<file path="config.mk">
export PLATFORM = sky130hd
export DESIGN_NAME = tsi_div
export DESIGN_NICKNAME = d
export VERILOG_FILES = /design/src/hw/rtl/tsi_pkg.sv /design/src/hw/rtl/tsi_div.sv
export SDC_FILE = /design/constraint.sdc
export NUM_CORES = 1
export LEC_CHECK = 0
export BUFFER_PORTS_ARGS = -buffer_cell sky130_fd_sc_hd__buf_2
export CAP_MARGIN = 10
export CORE_MARGIN = 10
export CORE_UTILIZATION = 47
export CTS_CLUSTER_DIAMETER = 60
export DETAILED_ROUTE_END_ITERATION = 12
export GPL_TIMING_DRIVEN = 1
export PLACE_DENSITY = 0.68
export SETUP_SLACK_MARGIN = 0.05
export SKIP_CTS_REPAIR_TIMING = 1
export SYNTH_ARGS = -nofsm -noshare
export SYNTH_HDL_FRONTEND = slang
export SYNTH_SLANG_ARGS = --single-unit
export TNS_END_PERCENT = 10
</file>
<file path="constraint.sdc">
create_clock -name clk_i -period 7.3 [get_ports clk_i]
set_clock_uncertainty 0.1 [all_clocks]
set_input_delay 1.095 -clock clk_i [delete_from_list [all_inputs] [get_ports clk_i]]
set_output_delay 1.095 -clock clk_i [all_outputs]
set_load 0.02 [all_outputs]
</file>
<file path="src/hw/rtl/tsi_pkg.sv">
// Shared widths, register indexes and command codes for the timeline segment interpolator.
package tsi_pkg;

  localparam int TIME_W            = 31;
  localparam int SLOT_W            = 6;
  localparam int CNT_W             = 7;
  localparam int APB_DATA_W        = 32;
  localparam int APB_ADDR_W        = 4;
  localparam int DEF_MAX_EVENTS    = 64;
  localparam int DEF_FRACTION_BITS = 16;

  localparam logic [1:0] REG_DURATION  = 2'd0;
  localparam logic [1:0] REG_DIRECTION = 2'd1;
  localparam logic [1:0] REG_COUNT     = 2'd2;

  localparam logic CMD_LOAD  = 1'b0;
  localparam logic CMD_QUERY = 1'b1;

endpackage

</file>
<file path="src/hw/rtl/tsi_div.sv">
// Restoring divider that forms the fixed-point fraction of a smaller numerator over a denominator.
module tsi_div
  import tsi_pkg::*;
#(
  parameter int FRACTION_BITS = DEF_FRACTION_BITS
) (
  input  logic                     clk_i,
  input  logic                     rst_ni,
  input  logic                     start_i,
  input  logic [TIME_W-1:0]        num_i,
  input  logic [TIME_W-1:0]        den_i,
  output logic                     done_o,
  output logic [FRACTION_BITS-1:0] quot_o
);

  localparam int CW = $clog2(FRACTION_BITS + 1);

  logic [TIME_W-1:0]        rem_q, rem_d;
  logic [TIME_W-1:0]        den_q, den_d;
  logic [FRACTION_BITS-1:0] quot_q, quot_d;
  logic [CW-1:0]            cnt_q, cnt_d;
  logic                     run_q, run_d;
  logic                     done_q, done_d;
  logic [TIME_W:0]          shifted;
  logic [TIME_W:0]          diff;

  assign shifted = {rem_q, 1'b0};
  assign diff    = shifted - {1'b0, den_q};

  always_comb begin
    rem_d  = rem_q;
    den_d  = den_q;
    quot_d = quot_q;
    cnt_d  = cnt_q;
    run_d  = run_q;
    done_d = 1'b0;
    if (start_i) begin
      rem_d = num_i;
      den_d = den_i;
      cnt_d = CW'(FRACTION_BITS);
      run_d = 1'b1;
    end else if (run_q) begin
      if (shifted >= {1'b0, den_q}) begin
        rem_d  = diff[TIME_W-1:0];
        quot_d = {quot_q[FRACTION_BITS-2:0], 1'b1};
      end else begin
        rem_d  = shifted[TIME_W-1:0];
        quot_d = {quot_q[FRACTION_BITS-2:0], 1'b0};
      end
      cnt_d = cnt_q - CW'(1);
      if (cnt_q == CW'(1)) begin
        run_d  = 1'b0;
        done_d = 1'b1;
      end
    end
  end

  always_ff @(posedge clk_i or negedge rst_ni) begin
    if (!rst_ni) begin
      run_q  <= 1'b0;
      done_q <= 1'b0;
      cnt_q  <= '0;
    end else begin
      run_q  <= run_d;
      done_q <= done_d;
      cnt_q  <= cnt_d;
    end
  end

  always_ff @(posedge clk_i) begin
    rem_q  <= rem_d;
    den_q  <= den_d;
    quot_q <= quot_d;
  end

  assign done_o = done_q;
  assign quot_o = quot_q;

endmodule

</file>
==> flow_metrics.py, run 1 <==
metrics = {
    "synth": {
        "synthCells": 474,
        "synth.avg_cell_area_um2": 10.9,
        "synth_nets": 573,
        "synth_top_flop_cell": "edfxtp_1",
        "synthArstFlopShare_pct": 8.24,
        "yosys_warnings": 0,
        "ys_ff_latch": 85,
        "synth_cell_types": 62,
        "yosysSeqAreaShare_pct": 48.9,
        "synth_edf_count": 78,
        "syn-cell-area_um2": 5150,
    },
    "clock_network": {
        "clkLatencyLatePin_ns": 0.39,
        "cts_root_buffer": "clkbuf_8",
        "cts_tree": "built",
        "path_clk_slew_ns": 0.10,
        "cts_made_buffers": 9,
        "cts.path.max_buffers": 2,
        "htree_levels": 3,
        "cts_num_sinks": 85,
    },
    "detailed_routing": {
        "ant_nets": 0,
        "firstDrtPassIters": 4,
        "drcViolationCount": 0,
        "avgViaCountPerCell": 5.32,
        "drt_iter0_drc": 192,
        "wl_per_cell_um": 15.9,
        "wirelength_um": 11100,
        "vias": 3716,
    },
    "final_layout": {
        "drive_gt1_share_pct": 24.0,
        "most-common-layout-cells": "buf_2, edfxtp_1, inv_1",
        "num-fill-cells": 965,
        "final_common_cell": "buf_2",
        "register_area_um2": 2520,
        "nNetsFinal": 652,
        "area_delta_synth_final_pct": 13.2,
        "multi_input_area_um2": 2330,
        "diodes": 0,
    },
    "timing": {
        "min_period_over_period_pct": 53.6,
        "rsz0062_at_grt": "false",
        "tightest_slew_ns": 0.874,
        "finalSetupTns_ns": 0,
        "report.final.slew_viol_count": 0,
        "finalSetupViolCount": 0,
        "hold_viol": 0,
        "relSlewSlack_pct": 41.4,
        "fin_crit_ns": 3.91,
        "fmax_mhz": 256,
        "setup_ws_ns": 3.39,
    },
    "power_and_ir_drop": {
        "p_leak_nw": 2.57,
        "p_clk_share_pct": 14.3,
        "p_seq_share_pct": 33.8,
        "switchingPower_mw": 0.940,
        "peakVddDrop_mv": 0.202,
        "p_int_mw": 1.34,
        "pwr-share-comb_pct": 51.9,
        "power_density_nw_per_um2": 391,
        "sw_frac_of_total_pct": 41.2,
    },
    "die": {
        "initial_core_util_pct": 47.7,
        "fp.coreArea_um2": 10800,
        "top_level_ports": 82,
        "fp.dieW_um": 125,
        "dieArea_um2": 15500,
        "row_count": 38,
        "die_h_um": 125,
    },
    "worst_setup_path": {
        "worst-path-max-fanout": 32,
        "critPathArrivalTime_ns": 3.96,
        "end_kind": "flip-flop",
        "start_kind": "flip-flop",
        "required_ns": 7.35,
        "path_class": "flip-flop to flip-flop",
    },
    "worst_hold_path": {
        "hold_path_class": "flip-flop to flip-flop",
    },
    "global_routing": {
        "grtUsageMet2_pct": 24.1,
        "grt_pass1_vias": 3969,
        "use_met1_pct": 17.1,
        "top_usage_layer": "met2",
        "met3_usage_pct": 4.34,
        "grt_pass1_wl_um": 18700,
        "antenna_found_initial": 0,
        "grt_overflow_total": 0,
        "grt_max_degree": 44,
        "track_usage_pct": 14.4,
    },
    "flow_run": {
        "max_cap_viol_count": 0,
    },
    "place": {
        "hpwl_um": 8270,
        "place_ws_ns": 3.41,
        "numPortBuffers": 81,
        "gp_congestion": 0.883,
    },
    "run_status": {
        "status": "finished, final reports clean",
    },
}
[per-stage QoR]
stage	std cells	cell area, µm²	utilization [%]	total power, mW	hold slack (ns)
after floorplan	474	5150	-	1.74	0.381
after global placement	682	5650	52.3	1.93	0.331
after detailed placement	682	5650	52.3	1.96	0.331
after CTS	698	5830	54.0	2.30	0.364
after global routing	698	5830	54.0	2.47	0.371
final	698	5830	54.0	2.28	0.359
[kinds of logic (layout without fill, tap and decap cells)]
family / after synthesis / after routing / share of synthesized area [%]
AOI/OAI and AO/OA: 134 / 134 / 18.5
muxes: 15 / 15 / 3.23
xor gates and xnor gates: 27 / 27 / 4.59
and+or+nand+nor: 113 / 113 / 10.6
buffers and inverters: 66 / 150 / 5.83
DFF: 85 / 85 / 48.9
adders and majority gates: 34 / 34 / 8.40
[power groups by stage]
stage	Clock [mW]	Sequential (mW)	Combinational [mW]
global placement	0	0.777	1.15
global route	0.358	0.787	1.33
floorplan	0	0.770	0.973
detailed placement	0	0.780	1.18
CTS	0.338	0.773	1.19
finish	0.327	0.772	1.18
[flip-flops by register name, summed over array words and instances (netlist names)]
register	flops
done_o	1
run_q	1
quot_o	16
cnt_q	5
rem_q	31
den_q	31
[worst max-delay path: stages (launching register included)]
cell and delay [ns]:
edfxtp_1 0.45, fa_1 0.49, a21oi_1 0.29, o211ai_2 0.16, a21oi_1 0.19, o21ai_1 0.07
a211oi_1 0.21, o311a_1 0.70, buf_4 0.43, nor2_1 0.20, a221o_1 0.37
[area by class of cell]
cell class | count | area share [%]
clock buffers | 9 | 2.12
clock inverters | 7 | 1.09
inverters | 49 | 3.15
multi-input cells | 323 | 40.0
flip-flops and latches | 85 | 43.2
well taps | 140 | 3.00
repair buffers | 85 | 7.46
[final timing paths]
kind / start / endpoint / slack, ns / depth (start not counted)
min reg2reg: quot_o[3] / quot_o[4] / 0.36 / 0
max in group asynchronous: rst_ni / run_q / 6.52 / 1
max reg2reg: rem_q[0] / rem_q[27] / 3.39 / 10
min in group asynchronous: rst_ni / done_o / 0.42 / 1
min: quot_o[3] / quot_o[4] / 0.36 / 0
max: rem_q[0] / rem_q[27] / 3.39 / 10
[cells in the mapped netlist, drive strengths merged (8+ instances only)]
cell type / instances / area, µm²
o21ai: 26 / 134
nand2b: 8 / 50.1
mux2: 10 / 116
edfxtp: 78 / 2340
nor2: 29 / 109
inv: 47 / 176
xnor2: 12 / 105
a21oi: 39 / 206
clkbuf: 10 / 58.8
nand2: 40 / 150
a21o: 16 / 121
xor2: 15 / 131
ha: 33 / 413
a211oi: 10 / 75.1
[metal layers]
| metal | up-vias | routed length [µm] | part of all wire, % |
|---|---|---|---|
| li1 | 1886 | - | - |
| met3 | 14 | 539 | 4.9 |
| met4 | 0 | 192 | 1.7 |
| met5 | - | 0 | 0 |
| met2 | 75 | 5300 | 48 |
| met1 | 1741 | 5080 | 46 |
Note: power is estimated with default switching activity, not from simulation.
==> run 2, diff against run 1 <==
--- a/config.mk
+++ b/config.mk
@@ -5,6 +5,7 @@
 export SDC_FILE = /design/constraint.sdc
 export NUM_CORES = 1
 export LEC_CHECK = 0
+export ABC_AREA = 1
 export BUFFER_PORTS_ARGS = -buffer_cell sky130_fd_sc_hd__buf_2
 export CAP_MARGIN = 10
 export CORE_MARGIN = 10
@@ -12,7 +13,7 @@
 export CTS_CLUSTER_DIAMETER = 60
 export DETAILED_ROUTE_END_ITERATION = 12
 export GPL_TIMING_DRIVEN = 1
-export PLACE_DENSITY = 0.68
+export PLACE_DENSITY = 0.67
 export SETUP_SLACK_MARGIN = 0.05
 export SKIP_CTS_REPAIR_TIMING = 1
 export SYNTH_ARGS = -nofsm -noshare
==> constraint.sdc (replaced) <==
create_clock -name clk_i -period 4.1 [get_ports clk_i]
set_clock_uncertainty 0.1 [all_clocks]
set_input_delay 0.615 -clock clk_i [delete_from_list [all_inputs] [get_ports clk_i]]
set_output_delay 0.615 -clock clk_i [all_outputs]
set_load 0.02 [all_outputs]
==> run 2 against run 1 <==
Against the previous run:
- final cell count grew 50%
- routed wire length grew 24%
- sequential share of layout area shrank 6.1 points
- first-iteration DRC count grew 45%
==> flow_metrics.py, run 2 <==
metrics = {
    "global_routing": {
        "grt_max_degree": 61,
        "antenna_found_initial": 0,
        "grt_pass1_vias": 4962,
        "grt_pass1_wl_um": 23000,
        "grt_overflow_total": 0,
        "track_usage_pct": 16.0,
    },
    "final_layout": {
        "final_common_cell": "nand2_1",
        "drive_gt1_share_pct": 16.4,
        "diodes": 0,
        "area_delta_synth_final_pct": 14.9,
        "most-common-layout-cells": "nand2_1, inv_1, buf_2",
        "num-fill-cells": 1223,
        "nNetsFinal": 973,
    },
    "synth": {
        "synth_area_leaders": "edfxtp_1, nand2_1, inv_1",
        "synth-compound-area-share_pct": 4.53,
        "synth.top_cells.by_count": "nand2_1, inv_1, edfxtp_1, nor2_1, nand3_1",
        "yosysMostFrequentCell": "nand2_1",
        "synth_cell_types": 39,
        "synthAdderAreaFrac_pct": 7.33,
        "synth.area.mux_share_pct": 0,
        "synth_simple_gate_area_share_pct": 33.2,
        "synth_top_area_share_pct": 39.7,
        "synth-xor-area-share_pct": 1.93,
        "synth_edf_count": 78,
        "ys_ff_latch": 85,
        "synth_nets": 888,
        "syn-cell-area_um2": 5910,
        "yosys_warnings": 0,
        "synth.avg_cell_area_um2": 7.48,
        "synthCells": 789,
        "synth_top_flop_cell": "edfxtp_1",
        "yosys.area.top_type": "edfxtp_1",
        "synth_top_family_by_area": "simple AND/OR/NAND/NOR gates",
        "yosysSeqAreaShare_pct": 42.6,
        "synthArstFlopShare_pct": 8.24,
    },
    "worst_setup_path": {
        "path_cells": "ha_1 -> a21oi_1 -> nand2_1 -> nand2_1 -> nand2_1 -> a21oi_4 -> nand3_4 -> nor2_2 -> nor2_1 -> nand2_1 -> nand2_1",
        "cp_top_family": "simple AND/OR/NAND/NOR gates",
        "crit_slowest_cell": "nand3_4",
        "critPathBufInv": 0,
        "crit_top_cell": "nand2_1",
        "crit_path_end": "rem_q[21]",
        "cp-startpoint": "rem_q[18]",
        "start_kind": "flip-flop",
        "critPathArrivalTime_ns": 2.97,
        "r2r_start": "rem_q[18]",
        "required_ns": 4.10,
        "cp_slowest_stage_delay_ns": 0.57,
        "rrSetupSlack_ns": 1.13,
        "path_class": "flip-flop to flip-flop",
        "reg2reg_to": "rem_q[21]",
        "cp.depth": 11,
        "end_kind": "flip-flop",
        "worst-path-max-fanout": 60,
        "reg2reg_depth": 11,
    },
    "place": {
        "hpwl_um": 10900,
        "place_ws_ns": 1.12,
        "numPortBuffers": 81,
        "gp_congestion": 0.911,
    },
    "die": {
        "fp.coreArea_um2": 12200,
        "row_count": 40,
        "top_level_ports": 82,
        "fp.dieW_um": 132,
        "dieArea_um2": 17400,
        "initial_core_util_pct": 48.6,
        "die_h_um": 132,
    },
    "power_and_ir_drop": {
        "p_leak_nw": 3.53,
        "peakVddDrop_mv": 0.366,
        "power_density_nw_per_um2": 701,
    },
    "timing": {
        "fin_crit_ns": 2.97,
        "finalSetupViolCount": 0,
        "hold_viol": 0,
        "setup_ws_ns": 1.13,
        "tightest_slew_ns": 0.755,
        "finalSetupTns_ns": 0,
        "fmax_mhz": 337,
        "rsz0062_at_grt": "false",
        "relSlewSlack_pct": 49.7,
        "min_period_over_period_pct": 72.5,
        "report.final.slew_viol_count": 0,
    },
    "clock_network": {
        "clkLatencyLatePin_ns": 0.35,
        "cts.path.max_buffers": 2,
        "cts_made_buffers": 9,
        "cts_root_buffer": "clkbuf_16",
        "cts_tree": "built",
        "htree_levels": 3,
        "cts_num_sinks": 85,
        "path_clk_slew_ns": 0.06,
    },
    "worst_hold_path": {
        "hold_path_class": "input port to flip-flop",
    },
    "flow_run": {
        "max_cap_viol_count": 0,
    },
    "detailed_routing": {
        "wl_per_cell_um": 13.2,
        "avgViaCountPerCell": 4.70,
        "firstDrtPassIters": 5,
        "drt_iter0_drc": 279,
        "ant_nets": 0,
        "vias": 4916,
        "wirelength_um": 13800,
        "drcViolationCount": 0,
    },
    "run_status": {
        "status": "finished, final reports clean",
    },
}
==> run 2: logic make-up (layout without fill, tap and decap cells) <==
group,after synthesis,count (layout)
and+or+nand+nor,462,462
buffers and inverters,149,239
DFF,85,85
AOI/OAI and AO/OA,46,46
adders and majority gates,34,34
xor gates and xnor gates,13,13
==> run 2: routing by layer <==
layer	global-route usage (%)	up-vias	routed length [µm]
met5	0	-	0
met4	5.44	0	277
met3	3.96	19	685
met2	24.8	107	5960
met1	21.3	2148	6910
li1	-	2642	-
==> run 2: final cells by class <==
cell class / count / area [µm²] / share of cell area, %
multi-input combinational: 555 / 2770 / 40.9
sequential: 85 / 2520 / 37.1
inverter: 136 / 510 / 7.52
timing repair buffer: 87 / 453 / 6.67
clock buffer: 10 / 229 / 3.37
tap: 168 / 210 / 3.10
clock inverter: 6 / 93.8 / 1.38
==> run 2: report_power, final <==
group	switching [mW]	internal, mW	leakage (nW)
combinational	1.63	0.894	2.49
sequential	0.128	1.22	0.877
clock	0.345	0.540	0.159
==> run 2: worst register-to-register path: stages (launching register included) <==
cell      delay, ns
edfxtp_1       0.39
ha_1           0.39
a21oi_1        0.27
nand2_1        0.13
nand2_1        0.07
nand2_1        0.11
a21oi_4        0.20
nand3_4        0.57
nor2_2         0.28
nor2_1         0.06
nand2_1        0.10
nand2_1        0.06
==> run 2: stage by stage <==
stage	instances	instance area, µm²	power [mW]	hold WS [ns]	util, %
after floorplan	789	5910	3.37	0.219	-
after global placement	1030	6450	3.86	0.328	53.1
after detailed placement	1030	6450	3.88	0.329	53.1
after CTS	1046	6780	4.79	-0.0281	55.7
after global routing	1047	6790	5.21	0.325	55.8
final	1047	6790	4.76	0.337	55.8
==> run 2: how the worst min path moves through the flow <==
stage,startpoint,endpoint,cells past startpoint
after floorplan,rst_ni,cnt_q[0],0
after global placement,quot_o[6],quot_o[7],0
after detailed placement,quot_o[6],quot_o[7],0
after CTS,rst_ni,cnt_q[3],1
after global routing,den_i[25],den_q[25],1
final,den_i[21],den_q[21],1
==> run 3, diff against run 2 <==
--- a/config.mk
+++ b/config.mk
@@ -13,7 +13,7 @@
 export CTS_CLUSTER_DIAMETER = 60
 export DETAILED_ROUTE_END_ITERATION = 12
 export GPL_TIMING_DRIVEN = 1
-export PLACE_DENSITY = 0.67
+export PLACE_DENSITY = 0.7
 export SETUP_SLACK_MARGIN = 0.05
 export SKIP_CTS_REPAIR_TIMING = 1
 export SYNTH_ARGS = -nofsm -noshare
==> constraint.sdc (replaced) <==
create_clock -name clk_i -period 2.6 [get_ports clk_i]
set_clock_uncertainty 0.1 [all_clocks]
set_input_delay 0.39 -clock clk_i [delete_from_list [all_inputs] [get_ports clk_i]]
set_output_delay 0.39 -clock clk_i [all_outputs]
set_load 0.02 [all_outputs]
==> run 3 against run 2 <==
Against the previous run:
- combinational power grew 95%
- power grew 77%
- register-to-register slack got worse by 0.98 ns
- maximum frequency grew 21%
==> flow_metrics.py, run 3 (synthesis results as in run 2) <==
metrics = {
    "run_status": {
        "status": "finished, final reports clean",
    },
    "clock_network": {
        "path_clk_slew_ns": 0.08,
        "cts_root_buffer": "clkbuf_16",
        "htree_levels": 3,
        "cts_tree": "built",
        "clkLatencyLatePin_ns": 0.36,
        "cts_made_buffers": 9,
        "cts_num_sinks": 85,
        "cts.path.max_buffers": 2,
    },
    "worst_setup_path": {
        "start_kind": "flip-flop",
        "r2r_start": "rem_q[1]",
        "worst-path-max-fanout": 17,
        "required_ns": 2.62,
        "path_class": "flip-flop to flip-flop",
        "critPathArrivalTime_ns": 2.47,
        "end_kind": "flip-flop",
        "cp-startpoint": "rem_q[1]",
    },
    "final_layout": {
        "register_area_um2": 2520,
        "multi_input_area_um2": 3080,
        "drive_gt1_share_pct": 22.6,
        "num-fill-cells": 1106,
        "final_common_cell": "nand2_1",
        "nNetsFinal": 996,
        "diodes": 0,
        "instances_no_fill": 1070,
        "area_delta_synth_final_pct": 24.0,
        "most-common-layout-cells": "nand2_1, inv_1, buf_2",
        "fin_util_pct": 60.2,
    },
    "timing": {
        "tightest_slew_ns": 0.488,
        "report.final.slew_viol_count": 0,
        "fmax_mhz": 408,
        "fin_crit_ns": 2.45,
        "hold_viol": 0,
        "min_period_over_period_pct": 94.3,
        "setup_ws_ns": 0.148,
        "finalSetupViolCount": 0,
        "rsz0062_at_grt": "true",
        "finalSetupTns_ns": 0,
        "relSlewSlack_pct": 67.5,
    },
    "worst_hold_path": {
        "hold_path_startpoint": "den_i[23]",
        "hold_path_class": "input port to flip-flop",
    },
    "detailed_routing": {
        "ant_nets": 0,
        "avgViaCountPerCell": 4.90,
        "firstDrtPassIters": 5,
        "wirelength_um": 15700,
        "drcViolationCount": 0,
        "vias": 5239,
        "drt_iter0_drc": 402,
        "wl_per_cell_um": 14.7,
    },
    "flow_run": {
        "max_cap_viol_count": 0,
    },
    "power_and_ir_drop": {
        "p_leak_nw": 3.67,
        "power.total_mw": 8.44,
        "peakVddDrop_mv": 0.582,
        "power_density_nw_per_um2": 1150,
    },
    "die": {
        "dieArea_um2": 17400,
        "initial_core_util_pct": 48.6,
        "fp.dieW_um": 132,
        "die_h_um": 132,
        "row_count": 40,
        "top_level_ports": 82,
        "fp.coreArea_um2": 12200,
    },
    "place": {
        "gp_congestion": 0.931,
        "placedCellCount": 1042,
        "place_ws_ns": 0.121,
        "hpwl_um": 11500,
        "numPortBuffers": 81,
    },
    "global_routing": {
        "antenna_found_initial": 0,
        "track_usage_pct": 16.9,
        "grt_max_degree": 46,
        "grt_overflow_total": 0,
        "grt_pass1_vias": 4966,
        "grt_pass1_wl_um": 24200,
    },
}
[run 3: changes by cell type in the layout (fill, tap and decap cells not counted), moves of 6 or more]
| cell | change |
|---|---|
| ha_1 | -22 |
| ha_4 | +20 |
| buf_4 | +17 |
| nand2_1 | -7 |
| nand2_2 | +6 |
[run 3: worst paths after layout]
check	endpoint	slack (ns)	cells past startpoint
max in group asynchronous	cnt_q[0]	1.94	2
worst min register to register	quot_o[14]	0.35	0
worst max register to register	rem_q[2]	0.15	14
min in group asynchronous	cnt_q[2]	0.30	2
worst min-delay path	den_q[23]	0.10	1
worst max-delay path	rem_q[2]	0.15	14
[run 3: per-stage QoR]
stage / area (µm²) / hold slack (ns)
3_5_place_dp: 6570 / 0.136
6_report: 7320 / 0.102
5_1_grt: 7320 / 0.0969
2_1_floorplan: 5910 / -0.00559
4_1_cts: 6870 / -0.248
3_3_place_gp: 6570 / 0.136
[run 3: worst max-delay path, cell delays in order, from the launching register on]
cell	delay (ns)
edfxtp_1	0.42
ha_2	0.40
nand2_2	0.08
nand2_2	0.10
nand3_2	0.08
nand2_2	0.12
nand2_1	0.08
nand2_2	0.10
nand2_4	0.07
nand3_4	0.14
buf_4	0.15
clkbuf_16	0.17
o21ai_0	0.09
nand2_1	0.08
nand2_1	0.04
[run 3: final cells by class]
cell class	count	area share [%]
multi-input combinational	555	42.0
sequential	85	34.4
timing repair buffer	110	9.66
inverter	136	6.97
clock buffer	9	3.08
tap	168	2.87
clock inverter	7	1.01
[run 3: power breakdown]
group	internal, mW	leakage [nW]	total, mW	switching (mW)
registers	1.93	0.877	2.21	0.282
clock network	0.680	0.141	1.30	0.621
logic	2.06	2.65	4.93	2.87
[run 3: metal layers]
layer	global-route usage [%]	routed length, µm	vias up
met5	0	0	-
met4	3.52	163	0
met3	4.65	1030	13
met2	26.3	7140	144
met1	23.0	7410	2380
li1	-	-	2702
